[src/rtl/assert_macros.svh]
// Assertion helpers shared by the RTL files.
`ifndef ASSERT_MACROS_SVH
`define ASSERT_MACROS_SVH

// Same-cycle implication, checked at every rising edge outside reset.
`define BNH_ASSERT_IMPL(label, clk, rst_n, ante, cons, msg) \
  label: assert property (@(posedge clk) disable iff (!rst_n) (ante) |-> (cons)) \
    else $error(msg);

// Next-cycle implication, checked at every rising edge outside reset.
`define BNH_ASSERT_NEXT(label, clk, rst_n, ante, cons, msg) \
  label: assert property (@(posedge clk) disable iff (!rst_n) (ante) |=> (cons)) \
    else $error(msg);

`endif

[src/rtl/bnh_pkg.sv]
`default_nettype none

package bnh_pkg;

  // Default word limit per number
  localparam int MAX_WORDS_DEF = 4096;

  // Field widths of the result beat
  localparam int BIT_LENGTH_W = 19;
  localparam int EFF_WORDS_W  = 13;
  localparam int WORD_W       = 64;

  // Hash seed
  localparam logic [WORD_W-1:0] HASH_SEED = 64'h0123_4567_89ab_cdef;

  // Input beat
  typedef struct packed {
    logic [WORD_W-1:0] word;
    logic              last;
  } in_beat_t;

  // Result beat
  typedef struct packed {
    logic [BIT_LENGTH_W-1:0] bit_length;
    logic [EFF_WORDS_W-1:0]  effective_words;
    logic [WORD_W-1:0]       hash;
    logic                    is_zero;
    logic                    is_one;
    logic                    is_even;
    logic                    is_pow2;
  } out_beat_t;

endpackage

`default_nettype wire

[src/rtl/bnh_tracker.sv]
`default_nettype none
`include "assert_macros.svh"

// Per-number state: running hash, top nonzero word info and flags.
// Updates on each advancing beat and returns to its reset state after a last word.
module bnh_tracker #(
  parameter int MAX_WORDS = bnh_pkg::MAX_WORDS_DEF
) (
  input  wire logic              clk,
  input  wire logic              rst_n,
  input  wire logic              adv,
  input  wire bnh_pkg::in_beat_t beat,
  output bnh_pkg::out_beat_t     result
);

  localparam int IW  = $clog2(MAX_WORDS + 1);
  localparam int BLW = IW + 7;
  localparam logic [IW-1:0] MAXW = IW'(MAX_WORDS);

  // Number of significant bits in a word
  function automatic logic [6:0] bits_in_word(logic [bnh_pkg::WORD_W-1:0] v);
    logic [6:0] n;
    n = '0;
    for (int i = 0; i < bnh_pkg::WORD_W; i++) begin
      if (v[i]) n = 7'(i + 1);
    end
    return n;
  endfunction

  logic [bnh_pkg::WORD_W-1:0] rh_r, rh_nxt, rh_eff;
  logic [bnh_pkg::WORD_W-1:0] hat_r, hat_nxt, hat_eff;
  logic [IW-1:0]              idx_r, idx_nxt, idx_eff;
  logic [IW-1:0]              ti_r, ti_nxt, ti_eff;
  logic [6:0]                 tbits_r, tbits_nxt, tbits_eff;
  logic                       tone_r, tone_nxt, tone_eff;
  logic                       tpow_r, tpow_nxt, tpow_eff;
  logic                       nz_r, nz_nxt, nz_eff;
  logic                       sev_r, sev_nxt, sev_eff;
  logic                       odd_r, odd_nxt, odd_eff;

  logic [bnh_pkg::WORD_W-1:0] rh_upd;
  logic [IW-1:0]              ti_m1;
  logic [BLW-1:0]             blen_full;

  assign rh_upd = {rh_r[bnh_pkg::WORD_W-4:0], rh_r[bnh_pkg::WORD_W-1:bnh_pkg::WORD_W-3]}
                  ^ beat.word;

  // Fold in the current word, unless the word limit is reached
  always_comb begin
    rh_eff    = rh_r;
    hat_eff   = hat_r;
    idx_eff   = idx_r;
    ti_eff    = ti_r;
    tbits_eff = tbits_r;
    tone_eff  = tone_r;
    tpow_eff  = tpow_r;
    nz_eff    = nz_r;
    sev_eff   = sev_r;
    odd_eff   = odd_r;
    if (idx_r < MAXW) begin
      rh_eff = rh_upd;
      if (idx_r == '0) odd_eff = beat.word[0];
      if (beat.word != '0) begin
        sev_eff   = sev_r | nz_r;
        nz_eff    = 1'b1;
        ti_eff    = idx_r + IW'(1);
        tbits_eff = bits_in_word(beat.word);
        tone_eff  = (beat.word == bnh_pkg::WORD_W'(1));
        tpow_eff  = ((beat.word & (beat.word - bnh_pkg::WORD_W'(1))) == '0);
        hat_eff   = rh_upd;
      end
      idx_eff = idx_r + IW'(1);
    end
  end

  // Result from the folded state
  assign ti_m1     = ti_eff - IW'(1);
  assign blen_full = BLW'({ti_m1, 6'b0}) + BLW'(tbits_eff);

  always_comb begin
    if (!nz_eff) begin
      result.bit_length      = '0;
      result.effective_words = '0;
      result.hash            = '0;
      result.is_zero         = 1'b1;
      result.is_one          = 1'b0;
      result.is_even         = 1'b1;
      result.is_pow2         = 1'b0;
    end else begin
      result.bit_length      = bnh_pkg::BIT_LENGTH_W'(blen_full);
      result.effective_words = bnh_pkg::EFF_WORDS_W'(ti_eff);
      result.hash            = hat_eff;
      result.is_zero         = 1'b0;
      result.is_one          = (ti_eff == IW'(1)) && tone_eff;
      result.is_even         = !odd_eff;
      result.is_pow2         = !sev_eff && tpow_eff;
    end
  end

  // Next state: folded values, or back to reset after the last word
  always_comb begin
    rh_nxt    = rh_eff;
    hat_nxt   = hat_eff;
    idx_nxt   = idx_eff;
    ti_nxt    = ti_eff;
    tbits_nxt = tbits_eff;
    tone_nxt  = tone_eff;
    tpow_nxt  = tpow_eff;
    nz_nxt    = nz_eff;
    sev_nxt   = sev_eff;
    odd_nxt   = odd_eff;
    if (beat.last) begin
      rh_nxt    = bnh_pkg::HASH_SEED;
      hat_nxt   = '0;
      idx_nxt   = '0;
      ti_nxt    = '0;
      tbits_nxt = '0;
      tone_nxt  = 1'b0;
      tpow_nxt  = 1'b0;
      nz_nxt    = 1'b0;
      sev_nxt   = 1'b0;
      odd_nxt   = 1'b0;
    end
  end

  // State registers
  always_ff @(posedge clk) begin
    if (!rst_n) begin
      rh_r    <= bnh_pkg::HASH_SEED;
      hat_r   <= '0;
      idx_r   <= '0;
      ti_r    <= '0;
      tbits_r <= '0;
      tone_r  <= 1'b0;
      tpow_r  <= 1'b0;
      nz_r    <= 1'b0;
      sev_r   <= 1'b0;
      odd_r   <= 1'b0;
    end else if (adv) begin
      rh_r    <= rh_nxt;
      hat_r   <= hat_nxt;
      idx_r   <= idx_nxt;
      ti_r    <= ti_nxt;
      tbits_r <= tbits_nxt;
      tone_r  <= tone_nxt;
      tpow_r  <= tpow_nxt;
      nz_r    <= nz_nxt;
      sev_r   <= sev_nxt;
      odd_r   <= odd_nxt;
    end
  end

  `BNH_ASSERT_IMPL(a_idx_bound, clk, rst_n, 1'b1, idx_r <= MAXW && ti_r <= idx_r,
                   "word index out of range")
  `BNH_ASSERT_IMPL(a_top_tracked, clk, rst_n, nz_r, ti_r != '0 && tbits_r != '0,
                   "top word tracking lost")
  `BNH_ASSERT_NEXT(a_last_clears, clk, rst_n, adv && beat.last,
                   idx_r == '0 && !nz_r && rh_r == bnh_pkg::HASH_SEED,
                   "state not cleared after last word")

endmodule

`default_nettype wire

[src/rtl/bignum_normalize_and_hash.sv]
// A last word is held in the input register, then its result in the result register on out_*.
// Throughput: one word per cycle while no last word is held; set by the single rotate-xor and flag update per word.
// Non-last words keep flowing while a result waits; a last word holds until the result
// register frees. Reset (rst_n low, synchronous) empties both registers and reloads the
// hash seed and cleared tracking state; no clearing pass is needed.
`default_nettype none
`include "assert_macros.svh"

module bignum_normalize_and_hash #(
  parameter int MAX_WORDS = bnh_pkg::MAX_WORDS_DEF
) (
  input  wire logic              clk,
  input  wire logic              rst_n,
  input  wire logic              in_valid,
  output logic                   in_stall,
  input  wire bnh_pkg::in_beat_t in_data,
  output logic                   out_valid,
  input  wire logic              out_stall,
  output bnh_pkg::out_beat_t     out_data
);

  logic               s1_valid_r, s1_valid_nxt;
  bnh_pkg::in_beat_t  s1_data_r;
  logic               out_valid_r, out_valid_nxt;
  bnh_pkg::out_beat_t out_data_r;
  bnh_pkg::out_beat_t result;

  logic s1_move;
  logic s1_adv;
  logic in_take;
  logic out_load;

  // A non-last word always moves; a last word needs room in the result register
  assign s1_move  = !s1_data_r.last || !out_valid_r || !out_stall;
  assign s1_adv   = s1_valid_r && s1_move;
  assign in_stall = s1_valid_r && !s1_move;
  assign in_take  = in_valid && !in_stall;
  assign out_load = s1_adv && s1_data_r.last;

  bnh_tracker #(
    .MAX_WORDS(MAX_WORDS)
  ) u_tracker (
    .clk   (clk),
    .rst_n (rst_n),
    .adv   (s1_adv),
    .beat  (s1_data_r),
    .result(result)
  );

  // Input register
  always_comb begin
    s1_valid_nxt = s1_valid_r;
    if (in_take) s1_valid_nxt = 1'b1;
    else if (s1_move) s1_valid_nxt = 1'b0;
  end

  always_ff @(posedge clk) begin
    if (!rst_n) begin
      s1_valid_r <= 1'b0;
    end else begin
      s1_valid_r <= s1_valid_nxt;
    end
  end

  always_ff @(posedge clk) begin
    if (in_take) s1_data_r <= in_data;
  end

  // Result register
  always_comb begin
    out_valid_nxt = out_valid_r;
    if (out_load) out_valid_nxt = 1'b1;
    else if (!out_stall) out_valid_nxt = 1'b0;
  end

  always_ff @(posedge clk) begin
    if (!rst_n) begin
      out_valid_r <= 1'b0;
    end else begin
      out_valid_r <= out_valid_nxt;
    end
  end

  always_ff @(posedge clk) begin
    if (out_load) out_data_r <= result;
  end

  assign out_valid = out_valid_r;
  assign out_data  = out_data_r;

  `BNH_ASSERT_IMPL(a_stall_only_last, clk, rst_n, in_stall,
                   s1_valid_r && s1_data_r.last && out_valid_r && out_stall,
                   "input stalled without a blocked last word")
  `BNH_ASSERT_IMPL(a_zero_result, clk, rst_n, out_valid_r && out_data_r.is_zero,
                   out_data_r.hash == '0 && out_data_r.bit_length == '0 &&
                   out_data_r.effective_words == '0,
                   "zero result carries nonzero fields")
  `BNH_ASSERT_NEXT(a_last_loads, clk, rst_n, out_load,
                   out_valid_r, "last word did not produce a result")

endmodule

`default_nettype wire

[config.mk]
export PLATFORM = sky130hd
export DESIGN_NAME = bignum_normalize_and_hash
export DESIGN_NICKNAME = d
export VERILOG_FILES = /design/src/rtl/bnh_pkg.sv /design/src/rtl/bnh_tracker.sv /design/src/rtl/bignum_normalize_and_hash.sv
export VERILOG_INCLUDE_DIRS = /design/src /design/src/rtl
export SDC_FILE = /design/constraint.sdc
export NUM_CORES = 1
export LEC_CHECK = 0
export BUFFER_PORTS_ARGS = -buffer_cell sky130_fd_sc_hd__clkbuf_2
export CAP_MARGIN = 20
export CORE_MARGIN = 10
export CORE_UTILIZATION = 60
export DETAILED_ROUTE_END_ITERATION = 16
export PLACE_DENSITY = 0.81
export SETUP_SLACK_MARGIN = 0.15
export SLEW_MARGIN = 20
export SYNTH_ARGS = -nofsm -noshare
export SYNTH_HDL_FRONTEND = slang
export SYNTH_HIERARCHICAL = 1
export SYNTH_SLANG_ARGS = --single-unit
[constraint.sdc]
create_clock -name clk -period 12.35 [get_ports clk]
set_input_delay 1.235 -clock clk [delete_from_list [all_inputs] [get_ports clk]]
set_output_delay 1.235 -clock clk [all_outputs]
set_load 0.005 [all_outputs]
Word-level counts from Yosys, hierarchy flattened
Cells that the tools add are included.
{ "classes": {"n_addsub": 4, "order_cmp": 1, "eq_ne": 3, "n_mux": 97, "bitwise_logic": 3, "reduce_logical": 21} }
{ "ops": {"columns": ["operator", "n"], "rows": [
  ["64-bit two-way mux", 5],
  ["6-bit two-way mux", 32],
  ["5-bit two-way mux", 16],
  ["13-bit two-way mux", 5],
  ["64-bit bitwise AND", 1],
  ["64-bit by 1-bit equality test with 1-bit output, second input constant", 1],
  ["64-bit logical NOT", 1],
  ["64-bit nonzero test", 1],
  ["64-bit by 1-bit subtractor with 64-bit output, second input constant", 1],
  ["64-bit XOR", 1],
  ["4-bit two-way mux", 9],
  ["7-bit two-way mux", 4],
  ["1-bit two-way mux", 20],
  ["19-bit by 7-bit adder with 19-bit output", 1],
  ["13-bit by 1-bit adder with 13-bit output, second input constant", 1],
  ["13-bit by 1-bit equality test with 1-bit output, second input constant", 1],
  ["13-bit logical NOT", 1],
  ["13-bit less-than comparator, second input constant", 1],
  ["13-bit by 1-bit subtractor with 13-bit output, second input constant", 1],
  ["3-bit two-way mux", 4],
  ["1-bit logical NOT", 7],
  ["1-bit logical AND", 6],
  ["2-bit two-way mux", 2],
  ["2-bit nonzero test", 2],
  ["other kinds (4)", 5]
]} }
{ "word_totals": {"register_bits": 333} }

Longest topological paths before layout
Gate-level depths: netlist (run 1).
{ "depth": {"ltp_word": 67, "mapped_depth": 19} }

By module
Netlist (run 1), hierarchy kept.
{ "by_module_without_submodules": {"columns": ["mod", "instances", "cells_per_inst", "area_each_um2", "seq_area_each_um2"], "rows": [
  ["bnh_tracker", 1, 1405, 10446.3, 3323.2],
  ["bignum_normalize_and_hash", 1, 176, 5049.8, 4994.8]
]} }

Worst setup path before layout (run 1)
OpenSTA, ideal clock, no wires.
{ "synth_path": {"path_type": "in2reg", "startpoint": "input out_stall", "endpoint": "register out_data_r, in the netlist out_data[0], enable pin", "setup_time_ns": 0.592, "arrival_ns": 6.082, "path_slack_ns": 5.676, "path_stages": 1, "path_cell_list": "a21oi_1"} }
{ "synth_via": {"elab_chain_cells": 4} }
{ "synth_rtl": {"columns": ["element", "line_no", "rtl"], "rows": [
  ["from (decl)", "bignum_normalize_and_hash.sv:18", "input wire logic out_stall,"],
  ["1-bit logical NOT", null, null],
  ["1-bit logical OR", "bignum_normalize_and_hash.sv:34", "assign s1_move = !s1_data_r.last || !out_valid_r || !out_stall;"],
  ["1-bit logical AND", "bignum_normalize_and_hash.sv:35", "assign s1_adv = s1_valid_r && s1_move;"],
  ["1-bit logical AND", "bignum_normalize_and_hash.sv:38", "assign out_load = s1_adv && s1_data_r.last;"],
  ["to (signal assigned)", "bignum_normalize_and_hash.sv:85", "if (out_load) out_data_r <= result;"],
  ["to (decl)", "bignum_normalize_and_hash.sv:25", "bnh_pkg::out_beat_t out_data_r;"]
]} }
No other way between the ends.
A chain may end at the register's enable or synchronous reset.

Worst setup path after layout (run 1)
{ "layout_path": {"startpoint": "register s1_data_r[8] in the netlist's numbering", "endpoint": "register out_data_r, in the netlist out_data[99], data pin"} }
{ "layout_via": {"elab_chain_cells": 60, "elab_cells_between_ends": 66, "classes_between": "add/sub: 2; mux: 63; reduce/logical: 1"} }
{ "layout_rtl": {"columns": ["element", "line_no", "rtl"], "rows": [
  ["from (decl)", "bignum_normalize_and_hash.sv:23", "bnh_pkg::in_beat_t s1_data_r;"],
  ["from (signal assigned)", "bignum_normalize_and_hash.sv:66", "if (in_take) s1_data_r <= in_data;"],
  ["4-bit two-way mux (8 in a row)", "bnh_tracker.sv:25", "if (v[i]) n = 7'(i + 1);"],
  ["5-bit two-way mux (16 in a row)", "bnh_tracker.sv:25", null],
  ["6-bit two-way mux (32 in a row)", "bnh_tracker.sv:25", null],
  ["7-bit two-way mux", "bnh_tracker.sv:25", null],
  ["7-bit two-way mux", "bnh_tracker.sv:63", "if (beat.word != '0) begin"],
  ["7-bit two-way mux", "bnh_tracker.sv:60", "if (idx_r < MAXW) begin"],
  ["19-bit by 7-bit adder with 19-bit output", "bnh_tracker.sv:78", "assign blen_full = BLW'({ti_m1, 6'b0}) + BLW'(tbits_eff);"]
]} }
Parallel ways exist; a longest one is shown, timed or not.

==> results.json, run 1 <==
{
  "hold_path.class": "flop to flop",
  "power.share.clock": 0.410,
  "dieHeight_um": 181,
  "tritoncts": "built",
  "cellInternalPower_mw": 1.87,
  "max_slew.worst_pin.slew_ns": 1.09,
  "port-buffer-count": 170,
  "largest_net_degree_at_the_start_of_global_routing": 93,
  "power-per-cell-area_nw_per_um2": 140,
  "cp-endpoint": "out_data[99]",
  "rows": 58,
  "detail-route-antenna-nets": 0,
  "clock_path_buffers": 3,
  "async_reset_ff_frac": 0,
  "worst_setup_path_startpoint": "s1_data_r[8]",
  "worstSetupPathType": "flop to flop",
  "reg2reg_from": "s1_data_r[8]",
  "vdd.ir_drop.worst_mv": 0.112,
  "dr.pass1.iters": 6,
  "comb_power_share": 0.082,
  "synth_top_area_cell": "edfxtp_1",
  "synth_seq_area_share": 0.537,
  "max_cap_viol_count": 0,
  "drive_gt1_frac": 0.158,
  "power.switching_fraction": 0.241,
  "nets": 1758,
  "setup_repair_after_global_routing_missed_its_margin": "no",
  "start_kind": "flop",
  "first_pass_grt_wire_length_um": 66600,
  "setup_viol_count_final": 0,
  "die_width_um": 181,
  "number_of_enable_type_register_cells_in_the_synthesized_netlist": 165,
  "cp_data_required_time_ns": 12.57,
  "dpl.hpwl_um": 28600,
  "max-slew-margin-rel": 0.272,
  "synthesis.area_per_instance_um2": 9.80,
  "synth_fp_nets": 1656,
  "setup.worst_path.end_class": "flop",
  "synthesis.area_um2": 15500,
  "final.setup.tns_ns": 0,
  "post_dp_cell_area_um2": 16500,
  "post_cts_resized": 0,
  "cts.clk_slew.worst_paths_ns": 0.06,
  "crit_fanout": 9,
  "hold_viol_final": 0,
  "routedWlPerCell_um": 20.7,
  "routed_via_density": 6.20,
  "post-route-min-period_ns": 5.05,
  "cts-buffers-inserted": 35,
  "start_util": 0.612,
  "placer_congestion_estimate": 0.932,
  "ctsRootBufferMaster": "clkbuf_16",
  "detailedRoute.firstIterationViolations": 1262,
  "clock-skew-final_ns": 0.0130,
  "overflow": 0,
  "post-route-drc-count": 0,
  "yosysUniqueCellTypes": 77,
  "number_of_hold_repair_buffers_added_at_the_cts_stage": 0,
  "max_freq_mhz": 198,
  "synthesis.instances": 1581,
  "period_share": 0.409,
  "ios": 171,
  "grt_util_all_layers": 0.247,
  "yosysWarningCount": 6,
  "p_seq_frac": 0.508,
  "post-synth-top-count-cell": "nand2_1",
  "placeableCoreArea_um2": 25300,
  "insertion_delay_ns": 0.51,
  "post_cts_buffers": 0,
  "fillers": 1900,
  "antenna_found_initial": 0,
  "final_cell_area_um2": 17600,
  "reg2reg_setup_slack_ns": 7.30,
  "ys.flop_type": "dfxtp_1",
  "routed_wl_um": 42200,
  "slew_viol_final": 0,
  "ff_latch_count_synth": 333,
  "antenna_diodes": 0,
  "ctsHtreeMaxLevel": 2,
  "detailroute.via_count": 12600,
  "ys_top_cells_by_count": "nand2_1 (181), dfxtp_1 (168), edfxtp_1 (165)",
  "p_leak_nw": 6.66,
  "cts_num_sinks": 333,
  "worst_r2r_endpoint": "out_data[99]",
  "status": "finished clean",
  "die_area_um2": 32700,
  "vias_in_the_first_global_route": 12200,
  "synth_top_area_frac": 0.320,
  "post_synth_main_area_contributors": "edfxtp_1 (32%), dfxtp_1 (22%), nand2_1 (4.4%), a22oi_1 (3.6%), nor2b_1 (3.5%)",
  "ff_latch_area_um2": 8320,
  "syn2layout_area_growth_pct": 13.4,
  "timing.critical_path.arrival_ns": 5.28,
  "multi_input_area_um2": 6640,
  "timing.reg2reg.worst_path_depth": 15,
  "netSwitchingPower_mw": 0.594
}
## through the flow
step | worst slack, ns | util | power, mW | std cells | hold WS, ns
2_1_floorplan | 5.68 | - | 1.39 | 1581 | 0.439
3_3_place_gp | 7.52 | 0.650 | 1.47 | 1976 | 0.451
3_5_place_dp | 7.40 | 0.650 | 1.47 | 1976 | 0.464
4_1_cts | 7.38 | 0.694 | 2.47 | 2038 | 0.472
5_1_grt | 7.02 | 0.694 | 2.55 | 2038 | 0.498
6_report | 7.30 | 0.694 | 2.46 | 2038 | 0.475
## final cells by class
cell class / instances / area share
timing repair buffer: 184 / 0.0544
sequential: 333 / 0.474
inverter: 41 / 0.00876
tap: 330 / 0.0235
clock buffer: 48 / 0.0543
multi-input combinational: 1088 / 0.378
clock inverter: 14 / 0.00783
## how the worst min path moves through the flow
stage | startpoint | to | cells past startpoint
5_1_grt | u_tracker/tpow_r | u_tracker/tpow_r | 2
3_3_place_gp | u_tracker/tpow_r | u_tracker/tpow_r | 2
3_5_place_dp | u_tracker/tbits_r[0] | u_tracker/tbits_r[0] | 2
2_1_floorplan | u_tracker/tpow_r | u_tracker/tpow_r | 2
6_report | u_tracker/tbits_r[2] | u_tracker/tbits_r[2] | 2
4_1_cts | u_tracker/tbits_r[0] | u_tracker/tbits_r[0] | 2
## layout by cell type, fill, tap and decap left out, drive strengths merged, types with 5 or more instances in the layout
master	instances
nand3	90
edfxtp	165
a21oi	41
buf	14
and2	53
clkinv	7
nor4	28
o211ai	29
xnor2	43
o2111ai	5
nor3	27
or3	13
a22oi	74
or2	5
a21boi	7
nand4	10
and3	15
o31ai	9
o21ai	105
o22ai	23
dfxtp	168
a2111oi	5
nor2b	87
clkbuf	218
a221o	6
inv	42
or4	9
nor2	95
nand2	181
xor2	50
ha	6
mux2i	12
a31oi	6
## sequential cells by signal, summed over array words and instances (netlist names)
| name | flops |
|---|---|
| u_tracker/tone_r | 1 |
| s1_valid_r | 1 |
| u_tracker/tbits_r | 7 |
| u_tracker/sev_r | 1 |
| s1_data_r | 65 |
| u_tracker/tpow_r | 1 |
| u_tracker/rh_r | 64 |
| u_tracker/nz_r | 1 |
| out_data | 100 |
| u_tracker/idx_r | 13 |
| out_valid | 1 |
| u_tracker/hat_r | 64 |
| u_tracker/odd_r | 1 |
| u_tracker/ti_r | 13 |
## layer usage
layer,share of wire,GRT usage,up-vias,routed length (um)
met5,0,0,-,0
met4,0.033,0.0879,0,1400
met3,0.074,0.0442,95,3150
met2,0.48,0.410,609,20400
met1,0.41,0.317,6074,17300
li1,-,-,5863,-
## critical path, stage by stage, from the launching register on
cell and delay (ns):
edfxtp_1 0.47, or4_4 0.61, or3_4 0.42, or3_1 0.59, o21ai_4 0.24, nor2_1 0.07
a21oi_1 0.36, ha_1 0.44, and3_1 0.21, a41oi_1 0.05, a22oi_1 0.23, xnor2_1 0.26
o2111ai_1 0.30, a21oi_2 0.24, and4_1 0.23, nor3_2 0.04
## kinds of logic after synthesis
| logic type | share of synthesized area |
|---|---|
| flip-flops | 0.537 |
| XOR/XNOR | 0.0530 |
| adder cells (fa/ha/maj) | 0.00678 |
| AND/OR/NAND/NOR | 0.206 |
| multiplexers | 0.00969 |
| buffers and inverters | 0.0403 |
| AO/OA/AOI/OAI | 0.148 |
## power by group through the flow
stage,Combinational [mW],Sequential [mW],Clock (mW)
global placement,0.195,1.27,0
global route,0.221,1.26,1.07
detailed placement,0.198,1.27,0
finish,0.202,1.25,1.01
CTS,0.200,1.25,1.02
floorplan,0.134,1.26,0
No activity file was read; power rests on OpenSTA's default activity.
==> run 2, diff against run 1 <==
--- a/config.mk
+++ b/config.mk
@@ -9,9 +9,9 @@
 export BUFFER_PORTS_ARGS = -buffer_cell sky130_fd_sc_hd__clkbuf_2
 export CAP_MARGIN = 20
 export CORE_MARGIN = 10
-export CORE_UTILIZATION = 60
+export CORE_UTILIZATION = 59
 export DETAILED_ROUTE_END_ITERATION = 16
-export PLACE_DENSITY = 0.81
+export PLACE_DENSITY = 0.8
 export SETUP_SLACK_MARGIN = 0.15
 export SLEW_MARGIN = 20
 export SYNTH_ARGS = -nofsm -noshare
==> constraint.sdc (replaced) <==
create_clock -name clk -period 5 [get_ports clk]
set_input_delay 0.5 -clock clk [delete_from_list [all_inputs] [get_ports clk]]
set_output_delay 0.5 -clock clk [all_outputs]
set_load 0.005 [all_outputs]
==> run 2 against run 1 <==
Worst setup slack worse by 6.9 ns. Die area is 1.5% higher. Clock-buffer cell count is 2 higher. Worst hold slack worse by 0.31 ns. Routed wire length is 1.6% higher.
==> results.json, run 2 (same netlist as run 1, synthesis figures left out) <==
{
  "antenna_diodes": 0,
  "comb_power_share": 0.081,
  "start_util": 0.596,
  "p_seq_frac": 0.502,
  "grt_util_all_layers": 0.250,
  "netSwitchingPower_mw": 1.49,
  "placeableCoreArea_um2": 26000,
  "routed_via_density": 6.17,
  "ctsHtreeMaxLevel": 2,
  "final_util": 0.684,
  "power.share.clock": 0.417,
  "post-route-drc-count": 0,
  "max_slew.worst_pin.slew_ns": 1.13,
  "clock_path_buffers": 3,
  "tritoncts": "built",
  "rows": 59,
  "dr.pass1.iters": 8,
  "nets": 1774,
  "antenna_found_initial": 0,
  "worstSetupPathType": "flop to flop",
  "largest_reg_flops": 100,
  "status": "finished clean",
  "cts.clk_slew.worst_paths_ns": 0.06,
  "final.setup.tns_ns": 0,
  "detailroute.via_count": 12700,
  "cellInternalPower_mw": 4.69,
  "setup_repair_after_global_routing_missed_its_margin": "no",
  "holdPathStages": 1,
  "insertion_delay_ns": 0.52,
  "period_share": 0.912,
  "cts_num_sinks": 333,
  "die_area_um2": 33100,
  "clock-skew-final_ns": 0.0110,
  "syn2layout_area_growth_pct": 14.6,
  "port-buffer-count": 170,
  "largest_net_degree_at_the_start_of_global_routing": 74,
  "route.top_layer_used": "met4",
  "timing.critical_path.arrival_ns": 4.81,
  "first_pass_grt_wire_length_um": 67800,
  "met2_wirelength_um": 21200,
  "vdd.ir_drop.worst_mv": 0.375,
  "cts-buffers-inserted": 36,
  "dpl.hpwl_um": 29700,
  "hold_viol_final": 0,
  "max_freq_mhz": 219,
  "ctsRootBufferMaster": "clkbuf_16",
  "routedWlPerCell_um": 20.8,
  "detailedRoute.firstIterationViolations": 1392,
  "routed-wl-met3_um": 3230,
  "overflow": 0,
  "routed_wl_um": 42900,
  "drive_gt1_frac": 0.165,
  "number_of_hold_repair_buffers_added_at_the_cts_stage": 0,
  "cp_data_required_time_ns": 5.26,
  "dieHeight_um": 182,
  "power.switching_fraction": 0.241,
  "setup_viol_count_final": 0,
  "start_kind": "flop",
  "detail-route-antenna-nets": 0,
  "setup.worst_path.end_class": "flop",
  "timing.reg2reg.worst_path_depth": 15,
  "die_width_um": 182,
  "post_cts_resized": 0,
  "max_cap_viol_count": 0,
  "max-slew-margin-rel": 0.242,
  "p_leak_nw": 6.78,
  "placer_congestion_estimate": 0.973,
  "post-route-min-period_ns": 4.56,
  "power-per-cell-area_nw_per_um2": 348,
  "post_cts_buffers": 0,
  "ios": 171,
  "layout_commonest_cell": "nand2_1",
  "layout.cells.most_common_list": "nand2_1 (181), clkbuf_2 (170), dfxtp_1 (167)",
  "vias_in_the_first_global_route": 12400,
  "wl_met1_um": 17000,
  "hold_path.class": "input port to flop",
  "slew_viol_final": 0,
  "crit_fanout": 9
}
run 2: final timing paths:
check / slack [ns] / end / start
hold / removal: 0.16 / s1_data_r[35] / in_data[35]
hold reg to reg: 0.48 / u_tracker/tbits_r[0] / u_tracker/tbits_r[0]
setup reg to reg: 0.44 / out_data[99] / s1_data_r[8]
setup / recovery: 0.44 / out_data[99] / s1_data_r[8]
run 2: metrics by stage:
step	cell area [um2]	hold slack [ns]	power, mW	std cells	setup slack (ns)
2_1_floorplan	15500	0.439	3.44	1581	0.212
3_3_place_gp	16600	0.450	3.63	1996	0.560
3_5_place_dp	16600	0.464	3.64	1996	0.461
4_1_cts	17800	0.151	6.19	2060	0.467
5_1_grt	17800	0.150	6.39	2060	0.185
6_report	17800	0.160	6.18	2060	0.442
run 2: power by group through the flow:
stage / combinational (mW) / sequential, mW / clock (mW)
6_report: 0.503 / 3.10 / 2.57
5_1_grt: 0.549 / 3.11 / 2.73
4_1_cts: 0.499 / 3.10 / 2.60
3_5_place_dp: 0.492 / 3.15 / 0
3_3_place_gp: 0.484 / 3.15 / 0
2_1_floorplan: 0.332 / 3.11 / 0
run 2: cell type report:
class / instances / area (um2)
Clock buffer: 50 / 1050
Clock inverter: 14 / 95.1
Fill cell: 1985 / 8220
Inverter: 41 / 154
Multi-Input combinational cell: 1088 / 6640
Sequential cell: 333 / 8320
Tap cell: 335 / 419
Timing Repair Buffer: 199 / 1090
run 2: worst max-delay path: stages, from the launching register on:
cell and delay, ns:
edfxtp_1 0.47, or4_4 0.61, or3_4 0.42, or3_1 0.46, o21ai_4 0.22, nor2_1 0.06, a21oi_1 0.16, ha_1 0.38
and3_1 0.21, a41oi_1 0.05, a22oi_1 0.29, xnor2_2 0.20, o2111ai_1 0.25, a21oi_2 0.24, and4_1 0.23, nor3_2 0.04
run 2: per-layer routing:
metal / vias up / global-route usage
li1: 5903 / -
met1: 6158 / 0.311
met2: 555 / 0.420
met3: 102 / 0.0502
met4: 0 / 0.0966
met5: - / 0
==> run 3, diff against run 2 <==
--- a/config.mk
+++ b/config.mk
@@ -9,9 +9,10 @@
 export BUFFER_PORTS_ARGS = -buffer_cell sky130_fd_sc_hd__clkbuf_2
 export CAP_MARGIN = 20
 export CORE_MARGIN = 10
-export CORE_UTILIZATION = 59
+export CORE_UTILIZATION = 53
 export DETAILED_ROUTE_END_ITERATION = 16
-export PLACE_DENSITY = 0.8
+export PLACE_DENSITY = 0.76
+export RECOVER_POWER = 100
 export SETUP_SLACK_MARGIN = 0.15
 export SLEW_MARGIN = 20
 export SYNTH_ARGS = -nofsm -noshare
==> constraint.sdc (replaced) <==
create_clock -name clk -period 4 [get_ports clk]
set_input_delay 0.4 -clock clk [delete_from_list [all_inputs] [get_ports clk]]
set_output_delay 0.4 -clock clk [all_outputs]
set_load 0.005 [all_outputs]
==> run 3 against run 2 <==
The flow now finishes with violations (capacitance limit, slew limit). Worst hold slack worse by 0.095 ns. Clock skew is 0.0013 ns higher. Critical path depth is 2 lower. Routed wire length is 1.7% higher. Sequential cell count stayed put. Worst setup slack worse by 0.39 ns. Die area is 10% higher. Via count is 0.77% higher. Cell count is 6.4% higher. Utilization is 4.2 points lower. Largest cell class unchanged.
==> results.json, run 3 (same netlist as run 1, synthesis figures left out) <==
{
  "start_util": 0.538,
  "die_area_um2": 36500,
  "clock_path_buffers": 3,
  "placer_congestion_estimate": 0.954,
  "layout.cells.most_common_list": "nand2_1 (180), dfxtp_1 (167), edfxtp_1 (165)",
  "setup_viol_count_final": 0,
  "failed_checks": "capacitance limit, slew limit",
  "max_cap_viol_count": 5,
  "routed_wl_um": 43600,
  "cts.clk_slew.worst_paths_ns": 0.06,
  "final_util": 0.642,
  "post-route-drc-count": 0,
  "rows": 62,
  "insertion_delay_ns": 0.51,
  "crit_fanout": 6,
  "syn2layout_area_growth_pct": 19.2,
  "number_of_hold_repair_buffers_added_at_the_cts_stage": 0,
  "clock-skew-final_ns": 0.0122,
  "power-per-cell-area_nw_per_um2": 420,
  "dpl.hpwl_um": 30700,
  "cp_data_required_time_ns": 4.34,
  "placeableCoreArea_um2": 28800,
  "overflow": 0,
  "p_leak_nw": 6.83,
  "setup_repair_after_global_routing_missed_its_margin": "yes",
  "slew_viol_final": 281,
  "largest_net_degree_at_the_start_of_global_routing": 84,
  "period_share": 0.986,
  "largest_reg_flops": 100,
  "first_pass_grt_wire_length_um": 68300,
  "cts_num_sinks": 333,
  "hold_viol_final": 0,
  "setup.worst_path.end_class": "flop",
  "ctsRootBufferMaster": "clkbuf_16",
  "antenna_diodes": 0,
  "routed_via_density": 5.85,
  "timing.critical_path.arrival_ns": 4.29,
  "vdd.ir_drop.worst_mv": 0.361,
  "cts-buffers-inserted": 35,
  "hold_path.class": "input port to flop",
  "grt_util_all_layers": 0.232,
  "detail-route-antenna-nets": 0,
  "max-slew-margin-rel": -1.02,
  "nets": 1857,
  "final_cell_area_um2": 18500,
  "detailedRoute.firstIterationViolations": 1171,
  "ctsHtreeMaxLevel": 2,
  "routedWlPerCell_um": 19.9,
  "post-route-min-period_ns": 3.95,
  "layout_commonest_cell": "nand2_1",
  "dr.pass1.iters": 6,
  "ios": 171,
  "vias_in_the_first_global_route": 12700,
  "max_slew.worst_pin.slew_ns": 3.03,
  "max_freq_mhz": 253,
  "start_kind": "flop",
  "port-buffer-count": 170,
  "drive_gt1_frac": 0.150,
  "post_dp_cell_area_um2": 17300,
  "antenna_found_initial": 0,
  "tritoncts": "built",
  "die_width_um": 191,
  "worstSetupPathType": "flop to flop",
  "worst_hold_slack_ns": 0.0650,
  "detailroute.via_count": 12800,
  "dieHeight_um": 191,
  "status": "complete, but fails checks"
}
## run 3: cell types whose count changed in the layout (fill, tap and decap cells not counted), moves of 4 or more
cell / before / now
clkbuf_1: 7 / 129
clkbuf_2: 170 / 52
buf_4: 27 / 103
and2_0: 0 / 6
and2_1: 53 / 47
clkinv_1: 9 / 5
## run 3: area by class of cell
class	count	area (um2)
Fill cell	2313	10300
Multi-Input combinational cell	1088	6810
Sequential cell	333	8320
Clock buffer	46	1000
Timing Repair Buffer	283	1560
Tap cell	384	480
Inverter	41	154
Clock inverter	17	149
## run 3: final timing paths
path | from | end | slack [ns] | cells past startpoint
min reg2reg | u_tracker/tpow_r | u_tracker/tpow_r | 0.47 | 2
max | s1_data_r[9] | out_data[0] | 0.05 | 13
max reg2reg | s1_data_r[9] | out_data[0] | 0.05 | 13
min | in_data[35] | s1_data_r[35] | 0.06 | 1
## run 3: metrics by stage
step / setup slack (ns) / cells / power, mW / TNS, ns
6_report: 0.0547 / 2192 / 7.76 / 0
5_1_grt: -0.0724 / 2192 / 8.03 / -0.148
4_1_cts: 0.0469 / 2189 / 7.80 / 0
3_5_place_dp: -0.0289 / 2124 / 4.61 / -0.0567
3_3_place_gp: 0.0865 / 2124 / 4.59 / 0
2_1_floorplan: -0.366 / 1581 / 4.30 / -1.57
## run 3: power breakdown
group | total, mW | switching (mW) | internal (mW)
clock | 3.21 | 1.31 | 1.90
sequential | 3.83 | 0.0943 | 3.74
combinational | 0.714 | 0.449 | 0.264
## run 3: timing repair
item	4_1_cts	5_1_grt
pin swaps	5	15
setup buffers	2	3
gates resized for setup	5	22
endpoints found under the setup margin	5	10
## run 3: critical path: stages (launching register included)
cell      delay [ns]
edfxtp_1        0.39
or4_4           0.55
buf_4           0.15
buf_6           0.12
or4_4           0.54
or3_4           0.46
nor4_4          0.25
buf_4           0.17
nand2_1         0.07
a21oi_2         0.14
nand3_2         0.14
nor4_4          0.30
nand4_1         0.23
o31ai_2         0.29
## run 3: metal layers
metal | global-route usage | share of wire | up-vias
met4 | 0.103 | 0.041 | 0
met5 | 0 | 0 | -
met3 | 0.0343 | 0.057 | 107
met2 | 0.393 | 0.49 | 482
met1 | 0.287 | 0.41 | 6157
li1 | - | - | 6070
